--- src/rtl/lti_pkg.sv ---
`timescale 1ns / 1ps
`default_nettype none
package lti_pkg;

  // configuration register indexes
  localparam logic [2:0] REG_METHOD      = 3'd0;
  localparam logic [2:0] REG_RHO         = 3'd1;
  localparam logic [2:0] REG_STEP_SIZE   = 3'd2;
  localparam logic [2:0] REG_INIT_X      = 3'd3;
  localparam logic [2:0] REG_INIT_Y      = 3'd4;
  localparam logic [2:0] REG_INIT_Z      = 3'd5;
  localparam logic [2:0] REG_POINT_COUNT = 3'd6;

  // integrator codes
  localparam logic [1:0] METHOD_EULER = 2'd0;
  localparam logic [1:0] METHOD_RK4   = 2'd1;
  localparam logic [1:0] METHOD_ADAMS = 2'd2;

  localparam logic [1:0]  RST_METHOD      = METHOD_RK4;
  localparam logic [30:0] RST_RHO         = 31'd469762048;
  localparam logic [23:0] RST_STEP_SIZE   = 24'd167772;
  localparam logic [31:0] RST_INIT        = 32'd16777216;
  localparam logic [23:0] RST_POINT_COUNT = 24'd10000;

  // past points kept for the multistep method (h0, h1, h2)
  localparam int HISTORY_DEPTH = 3;

  // points needed before the multistep method takes over from Euler
  localparam logic [23:0] ADAMS_WARMUP = 24'd4;

  localparam int DIV_RK4   = 6;
  localparam int DIV_ADAMS = 24;

  typedef enum logic [2:0] {
    OP_ADD, OP_SUB, OP_MUL, OP_DIV, OP_LOAD, OP_COMMIT
  } op_e;

  typedef enum logic [3:0] {
    SRC_PX, SRC_PY, SRC_PZ, SRC_T0, SRC_T1, SRC_ACC, SRC_DV, SRC_PC,
    SRC_C10, SRC_RHO, SRC_BETA, SRC_STEP, SRC_WGT
  } src_e;

  typedef enum logic [2:0] {
    DST_T0, DST_T1, DST_ACC, DST_DV, DST_QC, DST_NC
  } dst_e;

  typedef enum logic [2:0] {
    PT_P, PT_Q, PT_H0, PT_H1, PT_H2
  } pt_e;

  typedef enum logic [1:0] {
    SH_0, SH_F, SH_F1
  } sh_e;

  typedef enum logic [2:0] {
    MK_END, MK_LOAD, MK_DERIV, MK_ADV, MK_COMB, MK_COMMIT
  } mk_e;

  typedef enum logic [1:0] {
    PRG_LOAD, PRG_EULER, PRG_RK4, PRG_ADAMS
  } prog_e;

  typedef enum logic [1:0] {
    WS_RK4, WS_AB, WS_AM
  } ws_e;

  typedef struct packed {
    mk_e        kind;
    pt_e        pt;
    logic [2:0] slot;
    dst_e       dst;
    sh_e        sh;
    ws_e        ws;
  } macro_t;

  typedef struct packed {
    op_e               op;
    src_e              a;
    src_e              b;
    dst_e              dst;
    logic [1:0]        coord;
    logic [2:0]        slot;
    pt_e               pt;
    sh_e               sh;
    logic              div24;
    logic signed [7:0] wgt;
  } instr_t;

  typedef struct packed {
    logic   issue;
    logic   emit;
    instr_t instr;
  } cmd_t;

  typedef struct packed {
    logic done;
  } stat_t;

  function automatic macro_t mk_simple(input mk_e kind);
    macro_t m;
    m = '{kind: kind, pt: PT_P, slot: 3'd0, dst: DST_NC, sh: SH_F, ws: WS_RK4};
    return m;
  endfunction

  function automatic macro_t mk_deriv(input pt_e pt, input logic [2:0] slot);
    macro_t m;
    m = mk_simple(MK_DERIV);
    m.pt = pt;
    m.slot = slot;
    return m;
  endfunction

  function automatic macro_t mk_adv(input logic [2:0] slot, input sh_e sh, input dst_e dst);
    macro_t m;
    m = mk_simple(MK_ADV);
    m.slot = slot;
    m.sh = sh;
    m.dst = dst;
    return m;
  endfunction

  function automatic macro_t mk_comb(input ws_e ws, input dst_e dst);
    macro_t m;
    m = mk_simple(MK_COMB);
    m.ws = ws;
    m.dst = dst;
    return m;
  endfunction

  // step programs, one macro operation per entry
  function automatic macro_t macro_f(input prog_e prog, input logic [3:0] idx);
    macro_t m;
    m = mk_simple(MK_END);
    case (prog)
      PRG_LOAD: begin
        if (idx == 4'd0) m = mk_simple(MK_LOAD);
      end
      PRG_EULER: begin
        case (idx)
          4'd0: m = mk_deriv(PT_P, 3'd0);
          4'd1: m = mk_adv(3'd0, SH_F, DST_NC);
          4'd2: m = mk_simple(MK_COMMIT);
          default: m = mk_simple(MK_END);
        endcase
      end
      PRG_RK4: begin
        case (idx)
          4'd0: m = mk_deriv(PT_P, 3'd0);
          4'd1: m = mk_adv(3'd0, SH_F1, DST_QC);
          4'd2: m = mk_deriv(PT_Q, 3'd1);
          4'd3: m = mk_adv(3'd1, SH_F1, DST_QC);
          4'd4: m = mk_deriv(PT_Q, 3'd2);
          4'd5: m = mk_adv(3'd2, SH_F, DST_QC);
          4'd6: m = mk_deriv(PT_Q, 3'd3);
          4'd7: m = mk_comb(WS_RK4, DST_NC);
          4'd8: m = mk_simple(MK_COMMIT);
          default: m = mk_simple(MK_END);
        endcase
      end
      PRG_ADAMS: begin
        case (idx)
          4'd0: m = mk_deriv(PT_P, 3'd0);
          4'd1: m = mk_deriv(PT_H0, 3'd1);
          4'd2: m = mk_deriv(PT_H1, 3'd2);
          4'd3: m = mk_deriv(PT_H2, 3'd3);
          4'd4: m = mk_comb(WS_AB, DST_QC);
          4'd5: m = mk_deriv(PT_Q, 3'd4);
          4'd6: m = mk_comb(WS_AM, DST_NC);
          4'd7: m = mk_simple(MK_COMMIT);
          default: m = mk_simple(MK_END);
        endcase
      end
      default: m = mk_simple(MK_END);
    endcase
    return m;
  endfunction

  function automatic logic [2:0] term_slot(input ws_e ws, input logic [1:0] j);
    logic [2:0] s;
    s = {1'b0, j};
    if (ws == WS_AM) begin
      case (j)
        2'd0: s = 3'd4;
        2'd1: s = 3'd0;
        2'd2: s = 3'd1;
        default: s = 3'd2;
      endcase
    end
    return s;
  endfunction

  function automatic logic signed [7:0] term_wgt(input ws_e ws, input logic [1:0] j);
    logic signed [7:0] w;
    w = 8'sd1;
    case (ws)
      WS_RK4: w = (j == 2'd1 || j == 2'd2) ? 8'sd2 : 8'sd1;
      WS_AB: begin
        case (j)
          2'd0: w = 8'sd55;
          2'd1: w = -8'sd59;
          2'd2: w = 8'sd37;
          default: w = -8'sd9;
        endcase
      end
      WS_AM: begin
        case (j)
          2'd0: w = 8'sd9;
          2'd1: w = 8'sd19;
          2'd2: w = -8'sd5;
          default: w = 8'sd1;
        endcase
      end
      default: w = 8'sd1;
    endcase
    return w;
  endfunction

  function automatic logic [3:0] steps_f(input mk_e kind);
    logic [3:0] n;
    case (kind)
      MK_DERIV: n = 4'd8;
      MK_ADV:   n = 4'd2;
      MK_COMB:  n = 4'd10;
      default:  n = 4'd1;
    endcase
    return n;
  endfunction

  function automatic logic per_coord(input mk_e kind);
    return (kind == MK_ADV) || (kind == MK_COMB);
  endfunction

  // one datapath operation of a macro operation
  function automatic instr_t micro_f(input macro_t m, input logic [3:0] step,
                                     input logic [1:0] coord);
    instr_t i;
    logic [1:0] j;
    j = 2'((step + 4'd1) >> 1);
    i = '{op: OP_ADD, a: SRC_T0, b: SRC_T0, dst: DST_T0, coord: coord, slot: m.slot,
          pt: m.pt, sh: SH_0, div24: (m.ws != WS_RK4), wgt: 8'sd0};
    case (m.kind)
      MK_LOAD:   i.op = OP_LOAD;
      MK_COMMIT: i.op = OP_COMMIT;
      MK_DERIV: begin
        case (step)
          4'd0: begin i.op = OP_SUB; i.a = SRC_PY; i.b = SRC_PX; end
          4'd1: begin
            i.op = OP_MUL; i.b = SRC_C10; i.dst = DST_DV; i.coord = 2'd0;
          end
          4'd2: begin i.op = OP_SUB; i.a = SRC_RHO; i.b = SRC_PZ; end
          4'd3: begin i.op = OP_MUL; i.a = SRC_PX; i.sh = SH_F; end
          4'd4: begin
            i.op = OP_SUB; i.b = SRC_PY; i.dst = DST_DV; i.coord = 2'd1;
          end
          4'd5: begin i.op = OP_MUL; i.a = SRC_PX; i.b = SRC_PY; i.sh = SH_F; end
          4'd6: begin
            i.op = OP_MUL; i.a = SRC_BETA; i.b = SRC_PZ; i.sh = SH_F; i.dst = DST_T1;
          end
          default: begin
            i.op = OP_SUB; i.b = SRC_T1; i.dst = DST_DV; i.coord = 2'd2;
          end
        endcase
      end
      MK_ADV: begin
        if (step == 4'd0) begin
          i.op = OP_MUL; i.a = SRC_DV; i.b = SRC_STEP; i.sh = m.sh;
        end else begin
          i.a = SRC_PC; i.dst = m.dst;
        end
      end
      MK_COMB: begin
        case (step)
          4'd0, 4'd1, 4'd3, 4'd5: begin
            i.op = OP_MUL; i.a = SRC_DV; i.b = SRC_WGT;
            i.slot = term_slot(m.ws, j); i.wgt = term_wgt(m.ws, j);
            i.dst = (step == 4'd0) ? DST_ACC : DST_T0;
          end
          4'd2, 4'd4, 4'd6: begin i.a = SRC_ACC; i.dst = DST_ACC; end
          4'd7: begin i.op = OP_MUL; i.a = SRC_ACC; i.b = SRC_STEP; i.sh = SH_F; end
          4'd8: i.op = OP_DIV;
          default: begin i.a = SRC_PC; i.dst = m.dst; end
        endcase
      end
      default: i.op = OP_ADD;
    endcase
    return i;
  endfunction

endpackage
`default_nettype wire

--- src/rtl/lti_ctrl.sv ---
`timescale 1ns / 1ps
`default_nettype none
module lti_ctrl (
  input  wire logic          clk_i,
  input  wire logic          rst_ni,
  input  wire logic          in_valid_i,
  input  wire logic          restart_i,
  output logic               in_stall_o,
  output logic               out_valid_o,
  input  wire logic          out_stall_i,
  output logic               last_point_o,
  input  wire logic [1:0]    method_i,
  input  wire logic [23:0]   point_count_i,
  output lti_pkg::cmd_t      cmd_o,
  input  wire lti_pkg::stat_t stat_i
);
  import lti_pkg::*;

  typedef enum logic [3:0] {
    ST_IDLE  = 4'b0001,
    ST_ISSUE = 4'b0010,
    ST_WAIT  = 4'b0100,
    ST_EMIT  = 4'b1000
  } state_e;

  state_e      state_q, state_d;
  prog_e       prog_q, prog_d;
  logic [3:0]  mpc_q, mpc_d;
  logic [3:0]  step_q, step_d;
  logic [1:0]  coord_q, coord_d;
  logic [23:0] emitted_q, emitted_d;
  logic        out_valid_q, out_valid_d;
  logic        last_q, last_d;
  logic        emit;
  macro_t      cur_m;
  mk_e         next_kind;

  assign cur_m     = macro_f(prog_q, mpc_q);
  assign next_kind = macro_f(prog_q, mpc_q + 4'd1).kind;

  assign cmd_o.issue = (state_q == ST_ISSUE);
  assign cmd_o.emit  = emit;
  assign cmd_o.instr = micro_f(cur_m, step_q, coord_q);

  assign in_stall_o   = (state_q != ST_IDLE);
  assign out_valid_o  = out_valid_q;
  assign last_point_o = last_q;

  always_comb begin
    state_d     = state_q;
    prog_d      = prog_q;
    mpc_d       = mpc_q;
    step_d      = step_q;
    coord_d     = coord_q;
    emitted_d   = emitted_q;
    last_d      = last_q;
    emit        = 1'b0;
    out_valid_d = out_valid_q && out_stall_i;
    case (state_q)
      ST_IDLE: begin
        mpc_d   = 4'd0;
        step_d  = 4'd0;
        coord_d = 2'd0;
        if (in_valid_i) begin
          if (restart_i) begin
            prog_d    = PRG_LOAD;
            emitted_d = 24'd1;
            state_d   = ST_ISSUE;
          end else if (emitted_q != 24'd0 && emitted_q < point_count_i) begin
            if (method_i == METHOD_RK4) begin
              prog_d = PRG_RK4;
            end else if (method_i == METHOD_ADAMS && emitted_q >= ADAMS_WARMUP) begin
              prog_d = PRG_ADAMS;
            end else begin
              prog_d = PRG_EULER;
            end
            emitted_d = emitted_q + 24'd1;
            state_d   = ST_ISSUE;
          end
          // otherwise drop the beat: nothing to emit
        end
      end
      ST_ISSUE: state_d = ST_WAIT;
      ST_WAIT: begin
        if (stat_i.done) begin
          state_d = ST_ISSUE;
          if (step_q != steps_f(cur_m.kind) - 4'd1) begin
            step_d = step_q + 4'd1;
          end else begin
            step_d = 4'd0;
            if (per_coord(cur_m.kind) && coord_q != 2'd2) begin
              coord_d = coord_q + 2'd1;
            end else begin
              coord_d = 2'd0;
              mpc_d   = mpc_q + 4'd1;
              if (next_kind == MK_END) state_d = ST_EMIT;
            end
          end
        end
      end
      ST_EMIT: begin
        // hold until the output register is free
        if (!out_valid_q || !out_stall_i) begin
          emit        = 1'b1;
          out_valid_d = 1'b1;
          last_d      = (emitted_q >= point_count_i);
          state_d     = ST_IDLE;
        end
      end
      default: state_d = ST_IDLE;
    endcase
  end

  always_ff @(posedge clk_i or negedge rst_ni) begin
    if (!rst_ni) begin
      state_q     <= ST_IDLE;
      prog_q      <= PRG_LOAD;
      mpc_q       <= 4'd0;
      step_q      <= 4'd0;
      coord_q     <= 2'd0;
      emitted_q   <= 24'd0;
      out_valid_q <= 1'b0;
      last_q      <= 1'b0;
    end else begin
      state_q     <= state_d;
      prog_q      <= prog_d;
      mpc_q       <= mpc_d;
      step_q      <= step_d;
      coord_q     <= coord_d;
      emitted_q   <= emitted_d;
      out_valid_q <= out_valid_d;
      last_q      <= last_d;
    end
  end

endmodule
`default_nettype wire

--- src/rtl/lti_datapath.sv ---
`timescale 1ns / 1ps
`default_nettype none
module lti_datapath #(
  parameter int DATA_WIDTH = 32,
  parameter int FRAC_BITS  = 24
) (
  input  wire logic                  clk_i,
  input  wire logic                  rst_ni,
  input  wire lti_pkg::cmd_t         cmd_i,
  output lti_pkg::stat_t             stat_o,
  input  wire logic [30:0]           rho_i,
  input  wire logic [23:0]           step_i,
  input  wire logic [31:0]           init_x_i,
  input  wire logic [31:0]           init_y_i,
  input  wire logic [31:0]           init_z_i,
  output logic [DATA_WIDTH-1:0]      pos_x_o,
  output logic [DATA_WIDTH-1:0]      pos_y_o,
  output logic [DATA_WIDTH-1:0]      pos_z_o
);
  import lti_pkg::*;

  localparam int W  = DATA_WIDTH;
  localparam int F  = FRAC_BITS;
  localparam int PW = 2 * W + 1;

  localparam logic [63:0]        VMAX64 = (64'd1 << (W - 1)) - 64'd1;
  localparam logic signed [63:0] VMAXS  = VMAX64;
  localparam logic signed [63:0] VMINS  = -VMAXS - 64'sd1;
  localparam logic [W-1:0]       VMAX   = VMAX64[W-1:0];
  localparam logic [W-1:0]       VMIN   = {1'b1, {(W - 1){1'b0}}};
  localparam logic [63:0]        BETA64 = ((64'd8 << F) + 64'd1) / 64'd3;
  localparam logic [W-1:0]       BETA   = (BETA64 > VMAX64) ? VMAX64[W-1:0] : BETA64[W-1:0];
  localparam logic [W-1:0]       C10    = W'(10);
  localparam logic [PW-1:0]      RND_F  = PW'(1) << (F - 1);
  localparam logic [PW-1:0]      RND_F1 = PW'(1) << F;
  // ceil(2^(W+1) / 3): exact floor division by 3 for any W-bit dividend
  localparam logic [W+1:0]       ONE_X  = (W + 2)'(1);
  localparam logic [W+1:0]       RCP_X  = ((ONE_X << (W + 1)) + (W + 2)'(2)) / (W + 2)'(3);
  localparam logic [W-1:0]       RCP3   = RCP_X[W-1:0];
  // divide by 3, then by 2 for RK4 or by 8 for Adams
  localparam int                 QSH_RK4 = W + 2;
  localparam int                 QSH_AD  = W + 4;

  logic [W-1:0] p_q [3];
  logic [W-1:0] q_q [3];
  logic [W-1:0] n_q [3];
  logic [W-1:0] h0_q [3];
  logic [W-1:0] h1_q [3];
  logic [W-1:0] h2_q [3];
  logic [W-1:0] d_q [5][3];
  logic [W-1:0] pt_v [3];
  logic [W-1:0] t0_q, t1_q, acc_q;
  logic [W-1:0] pos_x_q, pos_y_q, pos_z_q;

  instr_t          ins_q;
  logic            busy_q, mstage_q;
  logic [W-1:0]    opa_q, opb_q;
  logic            neg_q;
  logic [2*W-1:0]  prod_q;

  logic [W-1:0]    a_v, b_v, a_mag, b_mag;
  logic [W-1:0]    rho_v, step_v, res;
  logic [W:0]      sum_add, sum_sub;
  logic [PW-1:0]   rsum, rshift, limit;
  logic [W-1:0]    mul_res, div_res, quo_fin;
  logic            done;

  function automatic logic [W-1:0] mag(input logic [W-1:0] v);
    return v[W-1] ? (~v + {{(W - 1){1'b0}}, 1'b1}) : v;
  endfunction

  function automatic logic [W-1:0] clamp_init(input logic [31:0] v);
    logic signed [63:0] s;
    s = 64'(signed'(v));
    if (s > VMAXS) return VMAX;
    if (s < VMINS) return VMIN;
    return s[W-1:0];
  endfunction

  function automatic logic [W-1:0] opnd(input src_e s);
    logic [W-1:0] v;
    case (s)
      SRC_PX:   v = pt_v[0];
      SRC_PY:   v = pt_v[1];
      SRC_PZ:   v = pt_v[2];
      SRC_T0:   v = t0_q;
      SRC_T1:   v = t1_q;
      SRC_ACC:  v = acc_q;
      SRC_DV:   v = d_q[cmd_i.instr.slot][cmd_i.instr.coord];
      SRC_PC:   v = p_q[cmd_i.instr.coord];
      SRC_C10:  v = C10;
      SRC_RHO:  v = rho_v;
      SRC_BETA: v = BETA;
      SRC_STEP: v = step_v;
      SRC_WGT:  v = {{(W - 8){cmd_i.instr.wgt[7]}}, cmd_i.instr.wgt};
      default:  v = '0;
    endcase
    return v;
  endfunction

  always_comb begin
    case (cmd_i.instr.pt)
      PT_P:    pt_v = p_q;
      PT_Q:    pt_v = q_q;
      PT_H0:   pt_v = h0_q;
      PT_H1:   pt_v = h1_q;
      PT_H2:   pt_v = h2_q;
      default: pt_v = p_q;
    endcase
  end

  assign rho_v  = ({33'd0, rho_i} > VMAX64) ? VMAX : W'(rho_i);
  assign step_v = ({40'd0, step_i} > VMAX64) ? VMAX : W'(step_i);
  assign a_v    = opnd(cmd_i.instr.a);
  assign b_v    = opnd(cmd_i.instr.b);
  assign a_mag  = mag(a_v);
  assign b_mag  = mag(b_v);

  // saturating add and subtract
  assign sum_add = {opa_q[W-1], opa_q} + {opb_q[W-1], opb_q};
  assign sum_sub = {opa_q[W-1], opa_q} - {opb_q[W-1], opb_q};

  // rounded, shifted and saturated product, with the sign of the operands applied
  always_comb begin
    case (ins_q.sh)
      SH_F: begin
        rsum   = {1'b0, prod_q} + RND_F;
        rshift = rsum >> F;
      end
      SH_F1: begin
        rsum   = {1'b0, prod_q} + RND_F1;
        rshift = rsum >> (F + 1);
      end
      default: begin
        rsum   = {1'b0, prod_q};
        rshift = rsum;
      end
    endcase
    limit = neg_q ? (PW'(VMAX64) + PW'(1)) : PW'(VMAX64);
    if (rshift > limit) begin
      mul_res = neg_q ? VMIN : VMAX;
    end else begin
      mul_res = neg_q ? (~rshift[W-1:0] + {{(W - 1){1'b0}}, 1'b1}) : rshift[W-1:0];
    end
  end

  // division by 6 or 24 through the multiplier: rounded magnitude times the reciprocal of 3
  assign quo_fin = ins_q.div24 ? W'(prod_q >> QSH_AD) : W'(prod_q >> QSH_RK4);
  assign div_res = neg_q ? (~quo_fin + {{(W - 1){1'b0}}, 1'b1}) : quo_fin;

  always_comb begin
    case (ins_q.op)
      OP_MUL, OP_DIV: done = busy_q && mstage_q;
      default:        done = busy_q;
    endcase
    case (ins_q.op)
      OP_ADD:  res = (sum_add[W] ^ sum_add[W-1]) ? (sum_add[W] ? VMIN : VMAX) : sum_add[W-1:0];
      OP_SUB:  res = (sum_sub[W] ^ sum_sub[W-1]) ? (sum_sub[W] ? VMIN : VMAX) : sum_sub[W-1:0];
      OP_MUL:  res = mul_res;
      OP_DIV:  res = div_res;
      default: res = '0;
    endcase
  end

  assign stat_o.done = done;

  always_ff @(posedge clk_i or negedge rst_ni) begin
    if (!rst_ni) begin
      busy_q   <= 1'b0;
      mstage_q <= 1'b0;
    end else if (cmd_i.issue) begin
      busy_q   <= 1'b1;
      mstage_q <= 1'b0;
    end else if (done) begin
      busy_q <= 1'b0;
    end else if (busy_q) begin
      mstage_q <= 1'b1;
    end
  end

  always_ff @(posedge clk_i) begin
    if (cmd_i.issue) begin
      ins_q <= cmd_i.instr;
      case (cmd_i.instr.op)
        OP_MUL: begin
          opa_q <= a_mag;
          opb_q <= b_mag;
          neg_q <= a_v[W-1] ^ b_v[W-1];
        end
        OP_DIV: begin
          opa_q <= a_mag + (cmd_i.instr.div24 ? W'(DIV_ADAMS / 2) : W'(DIV_RK4 / 2));
          opb_q <= RCP3;
          neg_q <= a_v[W-1];
        end
        default: begin
          opa_q <= a_v;
          opb_q <= b_v;
          neg_q <= 1'b0;
        end
      endcase
    end

    if (busy_q && (ins_q.op == OP_MUL || ins_q.op == OP_DIV) && !mstage_q) begin
      prod_q <= opa_q * opb_q;
    end

    if (done) begin
      case (ins_q.op)
        OP_LOAD: begin
          p_q[0] <= clamp_init(init_x_i);
          p_q[1] <= clamp_init(init_y_i);
          p_q[2] <= clamp_init(init_z_i);
        end
        OP_COMMIT: begin
          h2_q <= h1_q;
          h1_q <= h0_q;
          h0_q <= p_q;
          p_q  <= n_q;
        end
        default: begin
          case (ins_q.dst)
            DST_T0:  t0_q <= res;
            DST_T1:  t1_q <= res;
            DST_ACC: acc_q <= res;
            DST_DV:  d_q[ins_q.slot][ins_q.coord] <= res;
            DST_QC:  q_q[ins_q.coord] <= res;
            DST_NC:  n_q[ins_q.coord] <= res;
            default: t0_q <= res;
          endcase
        end
      endcase
    end

    if (cmd_i.emit) begin
      pos_x_q <= p_q[0];
      pos_y_q <= p_q[1];
      pos_z_q <= p_q[2];
    end
  end

  assign pos_x_o = pos_x_q;
  assign pos_y_o = pos_y_q;
  assign pos_z_o = pos_z_q;

endmodule
`default_nettype wire

--- src/rtl/lorenz_trajectory_integrator.sv ---
`timescale 1ns / 1ps
`default_nettype none
// Lorenz trajectory generator (sigma 10, beta 8/3) in signed fixed point with
// FRAC_BITS fraction bits. An input beat with restart set loads the initial point
// and emits it; a beat with restart clear advances one step by the configured
// integrator (Euler, RK4, or Adams-Bashforth/Moulton after three Euler steps) and
// emits the new point. Beats before the first restart or after point_count points
// give no output. A controller steps a microprogram over one shared datapath: each
// operation registers its operands and then writes its result; a multiply, and the
// divide by 6 or 24 at the end of a weighted sum (done as a reciprocal multiply),
// also passes through the product register before its result is written. One item
// is worked on at a time, and the next is taken while the last point still waits in
// the output register.
module lorenz_trajectory_integrator #(
  parameter int DATA_WIDTH    = 32,
  parameter int FRAC_BITS     = 24
) (
  input  wire logic                  clk_i,
  input  wire logic                  rst_ni,
  input  wire logic                  cfg_we_i,
  input  wire logic [2:0]            cfg_addr_i,
  input  wire logic [31:0]           cfg_wdata_i,
  input  wire logic                  in_valid_i,
  output logic                       in_stall_o,
  input  wire logic                  restart_i,
  output logic                       out_valid_o,
  input  wire logic                  out_stall_i,
  output logic [DATA_WIDTH-1:0]      pos_x_o,
  output logic [DATA_WIDTH-1:0]      pos_y_o,
  output logic [DATA_WIDTH-1:0]      pos_z_o,
  output logic                       last_point_o
);
  import lti_pkg::*;

  logic [1:0]  method_q;
  logic [30:0] rho_q;
  logic [23:0] step_q;
  logic [31:0] init_x_q, init_y_q, init_z_q;
  logic [23:0] point_count_q;
  cmd_t        cmd;
  stat_t       stat;

  always_ff @(posedge clk_i or negedge rst_ni) begin
    if (!rst_ni) begin
      method_q      <= RST_METHOD;
      rho_q         <= RST_RHO;
      step_q        <= RST_STEP_SIZE;
      init_x_q      <= RST_INIT;
      init_y_q      <= RST_INIT;
      init_z_q      <= RST_INIT;
      point_count_q <= RST_POINT_COUNT;
    end else if (cfg_we_i) begin
      case (cfg_addr_i)
        REG_METHOD:      method_q      <= cfg_wdata_i[1:0];
        REG_RHO:         rho_q         <= cfg_wdata_i[30:0];
        REG_STEP_SIZE:   step_q        <= cfg_wdata_i[23:0];
        REG_INIT_X:      init_x_q      <= cfg_wdata_i;
        REG_INIT_Y:      init_y_q      <= cfg_wdata_i;
        REG_INIT_Z:      init_z_q      <= cfg_wdata_i;
        REG_POINT_COUNT: point_count_q <= cfg_wdata_i[23:0];
        default: ;
      endcase
    end
  end

  lti_ctrl u_ctrl (
    .clk_i         (clk_i),
    .rst_ni        (rst_ni),
    .in_valid_i    (in_valid_i),
    .restart_i     (restart_i),
    .in_stall_o    (in_stall_o),
    .out_valid_o   (out_valid_o),
    .out_stall_i   (out_stall_i),
    .last_point_o  (last_point_o),
    .method_i      (method_q),
    .point_count_i (point_count_q),
    .cmd_o         (cmd),
    .stat_i        (stat)
  );

  lti_datapath #(
    .DATA_WIDTH (DATA_WIDTH),
    .FRAC_BITS  (FRAC_BITS)
  ) u_datapath (
    .clk_i    (clk_i),
    .rst_ni   (rst_ni),
    .cmd_i    (cmd),
    .stat_o   (stat),
    .rho_i    (rho_q),
    .step_i   (step_q),
    .init_x_i (init_x_q),
    .init_y_i (init_y_q),
    .init_z_i (init_z_q),
    .pos_x_o  (pos_x_o),
    .pos_y_o  (pos_y_o),
    .pos_z_o  (pos_z_o)
  );

endmodule
`default_nettype wire

--- config.mk ---
export PLATFORM = sky130hd
export DESIGN_NAME = lorenz_trajectory_integrator
export DESIGN_NICKNAME = d
export VERILOG_FILES = /design/src/rtl/lti_pkg.sv /design/src/rtl/lti_ctrl.sv /design/src/rtl/lti_datapath.sv /design/src/rtl/lorenz_trajectory_integrator.sv
export SDC_FILE = /design/constraint.sdc
export NUM_CORES = 2
export LEC_CHECK = 0
export ABC_AREA = 1
export BUFFER_PORTS_ARGS = -buffer_cell sky130_fd_sc_hd__buf_2
export CAP_MARGIN = 0
export CORE_UTILIZATION = 54
export DETAILED_ROUTE_END_ITERATION = 12
export HOLD_SLACK_MARGIN = 0.02
export PLACE_DENSITY = 0.69
export SETUP_SLACK_MARGIN = 0.5
export SLEW_MARGIN = 25
export SYNTH_ARGS = -nofsm -noshare
export SYNTH_HDL_FRONTEND = slang
export SYNTH_SLANG_ARGS = --single-unit
export TNS_END_PERCENT = 20
--- constraint.sdc ---
create_clock -name clk_i -period 20.3 [get_ports clk_i]
set_clock_uncertainty 0.1 [all_clocks]
set_input_delay 0 -clock clk_i [delete_from_list [all_inputs] [get_ports clk_i]]
set_output_delay 0 -clock clk_i [all_outputs]
set_load 0.05 [all_outputs]
Word-level counts from Yosys, hierarchy flattened
Memory sizes are Yosys's and may differ from the RTL's.
Cells that the tools add are included.

storage, ports and cells
  bits in registers = 1132
  memory bits (writable) = 480
  memory bits (read-only) = 480
  input port bits = 41
  output and inout bits = 99
  logic and storage cells = 398
  memories = 5

cells by class
  add/sub/neg operators = 14
  multipliers = 1
  magnitude comparators = 13
  eq/ne operators = 88
  muxes and demuxes = 146
  bitwise gates (word level) = 11
  reductions and logical operators = 69

memory list
  name              words  width  rd ports  clocked after Yosys merged registers in  wr ports  line                RTL
  u_datapath.d_q    5      96     1         0                                        1         lti_datapath.sv:50  logic [W-1:0] d_q [5][3];
  (name not given)  16     9      1         0                                        0         lti_pkg.sv:147      case (idx)
  (name not given)  16     9      1         0                                        0         lti_pkg.sv:147
  (name not given)  8      12     1         0                                        0         lti_pkg.sv:161      case (idx)
  (name not given)  8      12     1         0                                        0         lti_pkg.sv:161

operator list
  operator                                             number
  two-way mux 32 bit                                   28
  case mux 32 bit (13 select lines)                    2
  case mux 96 bit (4 select lines)                     1
  bitwise mux 96 bit                                   2
  case mux 96 bit (2 select lines)                     1
  adder 32 x 1 -> 32 bit, second input constant        4
  binary-select mux 32 bit (select 2 bit)              2
  NOT 32 bit                                           4
  case mux 16 bit (4 select lines)                     2
  case mux 32 bit (2 select lines)                     2
  case mux 32 bit (4 select lines)                     1
  case mux 64 bit (2 select lines)                     1
  > comparator 32 bit, second input constant           3
  < comparator 32 bit, second input constant           3
  two-way mux 96 bit                                   1
  case mux 16 bit (3 select lines)                     2
  case mux 8 bit (3 select lines)                      3
  two-way mux 4 bit                                    17
  adder 64 x 24 -> 65 bit, second input constant       1
  adder 64 x 25 -> 65 bit, second input constant       1
  > comparator 64 x 65 -> 1 bit                        1
  demux 32 bit (select 2 bit)                          1
  multiplier 32 x 32 -> 64 bit                         1
  equality test 4 x 3 -> 1 bit, second input constant  13
  61 further kinds                                     245

Longest topological paths before layout
An unclocked memory read counts as a cell.

  depth after elaboration = 17
  mapped depth = 43
  mapped depth without buffers = 39

Modules after synthesis
A second synthesis with hierarchy kept.

second synthesis, totals
  cells, all modules = 13863
  area, all modules = 118270.9 um^2

by module, submodules not included
  module                        times used  cells each  area each (um^2)  sequential area each (um^2)
  lti_datapath                  1           12372       106719.9          41820.1
  lorenz_trajectory_integrator  1           774         6900.4            4456.8
  lti_ctrl                      1           717         4650.7            1052.3

Worst setup path after synthesis
No wires, ideal clock.

  path type = reg2reg
  start = register u_datapath.opb_q[5]
  end = register u_datapath.prod_q[62], data pin
  setup time = 0.265 ns
  arrival = 7.575 ns
  data required time = 19.935 ns
  setup slack = 12.360 ns
  stages on the path, launching flop included = 33
  buffers on the path = 1
  period minus slack after synthesis = 7.940 ns
  cells stage by stage = edfxtp_1 clkbuf_1 nand2_1 fa_1 inv_1 fa_1 inv_1 fa_1 inv_1 fa_1 fa_1 inv_1 fa_1 inv_1 fa_1 inv_1 fa_1 inv_1 ha_1 a21oi_1 inv_1 a31oi_1 a21boi_0 o21ai_0 a21boi_0 o21ai_0 a21boi_0 inv_1 a21oi_1 o21ai_0 a21oi_1 o21ai_0 xor2_1

on the way
  word-level cells in the longest chain between the ends = 1

ends and longest elaborated chain
  item                          line                 RTL
  start: declaration            lti_datapath.sv:57   logic [W-1:0] opa_q, opb_q;
  start signal: assignment      lti_datapath.sv:187  opb_q <= b_mag;
  start signal: assignment      lti_datapath.sv:197  opb_q <= b_v;
  multiplier 32 x 32 -> 64 bit  lti_datapath.sv:204  prod_q <= opa_q * opb_q;
  end signal: assignment        lti_datapath.sv:204
  end: declaration              lti_datapath.sv:59   logic [2*W-1:0] prod_q;

No other way between the ends.
A chain may end at the register's enable or synchronous reset.

Final worst setup path
  start = register u_datapath.opa_q[17]
  end = register u_datapath.prod_q[59], data pin

on the way
  word-level cells in the longest chain between the ends = 1

ends and longest elaborated chain
  item                          line                 RTL
  start: declaration            lti_datapath.sv:57
  start signal: assignment      lti_datapath.sv:186  opa_q <= a_mag;
  start signal: assignment      lti_datapath.sv:191  opa_q <= a_mag + (cmd_i.instr.div24 ? W'(DIV_ADAMS / 2) : W'(DIV_RK4 / 2));
  start signal: assignment      lti_datapath.sv:196  opa_q <= a_v;
  multiplier 32 x 32 -> 64 bit  lti_datapath.sv:204

No other way between the ends.

==> results.py <==
metrics = {
    "drt": {
        "dr.pass1.iters": 7,
        "viasPerCell": 6.109,
        "vias": 92720,
        "wl_per_cell_microns": 28.82,
        "wirelength_microns": 437400,
        "drt_iter0_markers": 12570,
        "ant_nets": 0,
        "route.detailed.drc": 0,
    },
    "setup_path": {
        "crit_path_start_kind": "register",
        "cp_num_buf_inv": 8,
        "crit_top_cell": "fa_1",
        "end_kind": "register",
        "crit_type": "register to register",
        "rr_worst_depth": 26,
        "critical-path-max-stage-delay_ns": 0.65,
        "cpLargestDelayFamily": "adder cells",
        "crit_path_top_delay_cell": "a211oi_1",
        "worstPathRequired_ns": 20.76,
        "worstPathArrival_ns": 9.93,
        "critical_path_cell_count": 26,
        "worstPathMaxFanout": 29,
    },
    "flow_run": {
        "maxCapViolCount": 0,
    },
    "die": {
        "die_area_sq_um": 208900,
        "dieHeight_microns": 457.0,
        "core-area_sq_um": 205200,
        "pin_count": 140,
        "start_util_pct": 54.49,
        "row_count": 166,
        "die_width_microns": 457.0,
    },
    "cts": {
        "cts.sinks": 1612,
        "cts_buffer_depth": 3,
        "cts_tree": "yes",
        "numCtsBuffers": 172,
        "cts-htree-levels": 4,
        "clock_latency_ns": 0.88,
        "clk_pin_slew_ns": 0.06,
        "cts_resized": 0,
        "cts_root_buf": "clkbuf_16",
    },
    "logic_synthesis": {
        "synth_xor_area_share_pct": 0.9490,
        "synth_cells": 12280,
        "synth-edff-count": 1391,
        "ys_types": 80,
        "synthFlopType": "edfxtp_1",
        "syn-num-nets": 13650,
        "syn_area_per_cell_sq_um": 9.106,
        "synth_top_family_by_area": "adder cells",
        "synthMuxAreaShare_pct": 0.01007,
        "netlist_area_sq_um": 111800,
        "ys_seq_area_share_pct": 42.33,
        "yosys.area_share.adder_pct": 20.86,
        "ys_warn_count": 0,
        "yosys.area_share.simple_pct": 19.36,
        "ys_ff_latch": 1612,
        "synth_compound_area_share_pct": 7.371,
        "async_flop_share_pct": 13.71,
    },
    "global_routing": {
        "grt_pass1_wl_microns": 625000,
        "antenna_found_initial": 48,
        "grt_pass1_vias": 89340,
        "grt_use_total_pct": 41.66,
        "overflow": 0,
        "grt_max_degree": 128,
    },
    "run_status": {
        "outcome": "finished clean",
    },
    "final_layout": {
        "final_common_cell": "nand2_1",
        "nets": 13680,
        "syn_to_final_growth_pct": 9.349,
        "drive_gt1_share_pct": 6.869,
        "mostFrequentLayoutCells": "nand2_1 (3319), inv_1 (2004), edfxtp_1 (1391), fa_1 (899), nand3_1 (844)",
        "nFillCells": 17570,
    },
    "sta": {
        "slew_viol_final": 0,
        "maxSlewHeadroom_pct": 14.30,
        "tightest_slew_ns": 1.275,
        "rsz0062_at_grt": "no",
        "post-route-min-period_ns": 9.464,
        "hold_viol_final": 0,
        "setup_viol": 0,
        "tns_ns": 0,
        "max_freq_mhz": 105.7,
        "timing.final.crit_share_pct": 46.62,
    },
    "hold_path": {
        "whs_path_depth": 4,
        "hold_class": "primary input to register",
    },
    "placed_design": {
        "hpwl_microns": 315600,
        "numPortBuffers": 139,
        "routabilityCongestion": 1.008,
    },
}
-- per-stage QoR --
step / cell area (sq um) / std cells / hold slack, ns / setup slack [ns] / utilization [%]
final: 122300 / 15180 / 0.2000 / 10.84 / 59.58
after global routing: 122200 / 15150 / 0.1849 / 10.51 / 59.55
after CTS: 122200 / 15150 / 0.1388 / 10.96 / 59.53
after detailed placement: 115500 / 14770 / -0.006188 / 10.94 / 56.27
after global placement: 115500 / 14770 / -0.009359 / 11.04 / 56.27
after floorplan: 111800 / 12280 / -0.3956 / 12.36 / -
-- area by class of cell --
type,count,area (sq um),area share [%]
Antenna cell,28,70.07,0.05731
Clock buffer,213,4569,3.737
Clock inverter,109,1524,1.246
Inverter,2046,7697,6.296
Multi-Input combinational cell,8059,54640,44.70
Sequential cell,1612,47330,38.71
Tap cell,2688,3363,2.751
Timing Repair Buffer,423,3063,2.505
-- repair_timing --
| action | 4_1_cts | 5_1_grt |
|---|---|---|
| buffers inserted | 0 | 0 |
| hold buffers | 56 | 0 |
| endpoints found under the hold margin | 409 | 0 |
-- sequential cells by signal (all words and copies together), names as in the netlist, 64 cells and up --
name / flops
u_datapath.d_q: 480
u_datapath.h0_q: 96
u_datapath.h1_q: 96
u_datapath.h2_q: 96
u_datapath.n_q: 96
u_datapath.p_q: 96
u_datapath.q_q: 96
u_datapath.prod_q: 64
-- cell families (layout without fill, tap and decap cells) --
kind of cell    count (synthesis)  count (layout)
compound gates               1413            1413
xor+xnor                      119             119
fa+ha+maj                    1325            1325
buf+inv                      2608            2791
flops                        1612            1612
mux                             1               1
other cells                     0              28
simple gates                 5201            5201
-- cells in the mapped netlist, types with 9 or more instances --
cell	instances	area share [%]
buf_6	12	0.12
nand2_2	19	0.11
xor2_1	89	0.70
nand3_1	849	3.8
o31ai_1	14	0.094
a21boi_0	18	0.12
nand4_1	120	0.67
fa_1	899	16
o21bai_1	24	0.16
o211ai_1	58	0.39
nor4_1	29	0.16
dfstp_2	23	0.54
buf_1	22	0.074
a221oi_1	20	0.16
inv_1	2008	6.7
a22o_1	18	0.14
o21ai_0	562	2.5
o21ai_1	35	0.16
or2_2	21	0.12
buf_2	121	0.54
dfrtp_1	198	4.4
a41oi_1	25	0.20
a31oi_1	57	0.32
a32o_1	12	0.11
o311ai_0	9	0.071
o221ai_1	21	0.16
nor3_1	108	0.48
buf_4	41	0.28
o21a_1	17	0.11
a22oi_1	49	0.33
ha_1	426	4.8
o22ai_1	12	0.067
edfxtp_1	1391	37
nor2_1	634	2.1
nor2_2	28	0.16
nand3b_1	22	0.15
inv_2	28	0.094
clkbuf_1	366	1.2
nand2_1	3323	11
a21oi_1	402	1.8
xnor2_1	29	0.23
a211oi_1	18	0.12
-- routing by layer --
| layer | vias up | track usage (%) | routed length [microns] |
|---|---|---|---|
| met3 | 1287 | 14.40 | 60730 |
| met4 | 48 | 24.36 | 30960 |
| li1 | 39630 | - | - |
| met5 | - | 0 | 334 |
| met1 | 45430 | 55.64 | 165700 |
| met2 | 6324 | 58.71 | 179800 |
-- tightest hold or removal path, cell delays in order --
cell           delay, ns
dlygate4sd3_1       0.57
buf_2               0.24
nand2_1             0.14
a32o_1              0.15
-- path summary, 6_finish.rpt --
path / slack [ns] / end / start
worst max-delay path: 10.84 / u_datapath.prod_q[59] / u_datapath.opa_q[17]
worst min-delay path: 0.20 / u_ctrl.state_q[0] / in_valid_i
worst max register to register: 10.84 / u_datapath.prod_q[59] / u_datapath.opa_q[17]
worst min register to register: 0.32 / u_datapath.h1_q[33] / u_datapath.h0_q[33]
max in group asynchronous: 18.59 / rho_q[20] / rst_ni
min in group asynchronous: 0.48 / point_count_q[4] / rst_ni
Power is not shown: default switching activity piles up to over one toggle a cycle in this logic, so the estimate is an artifact.
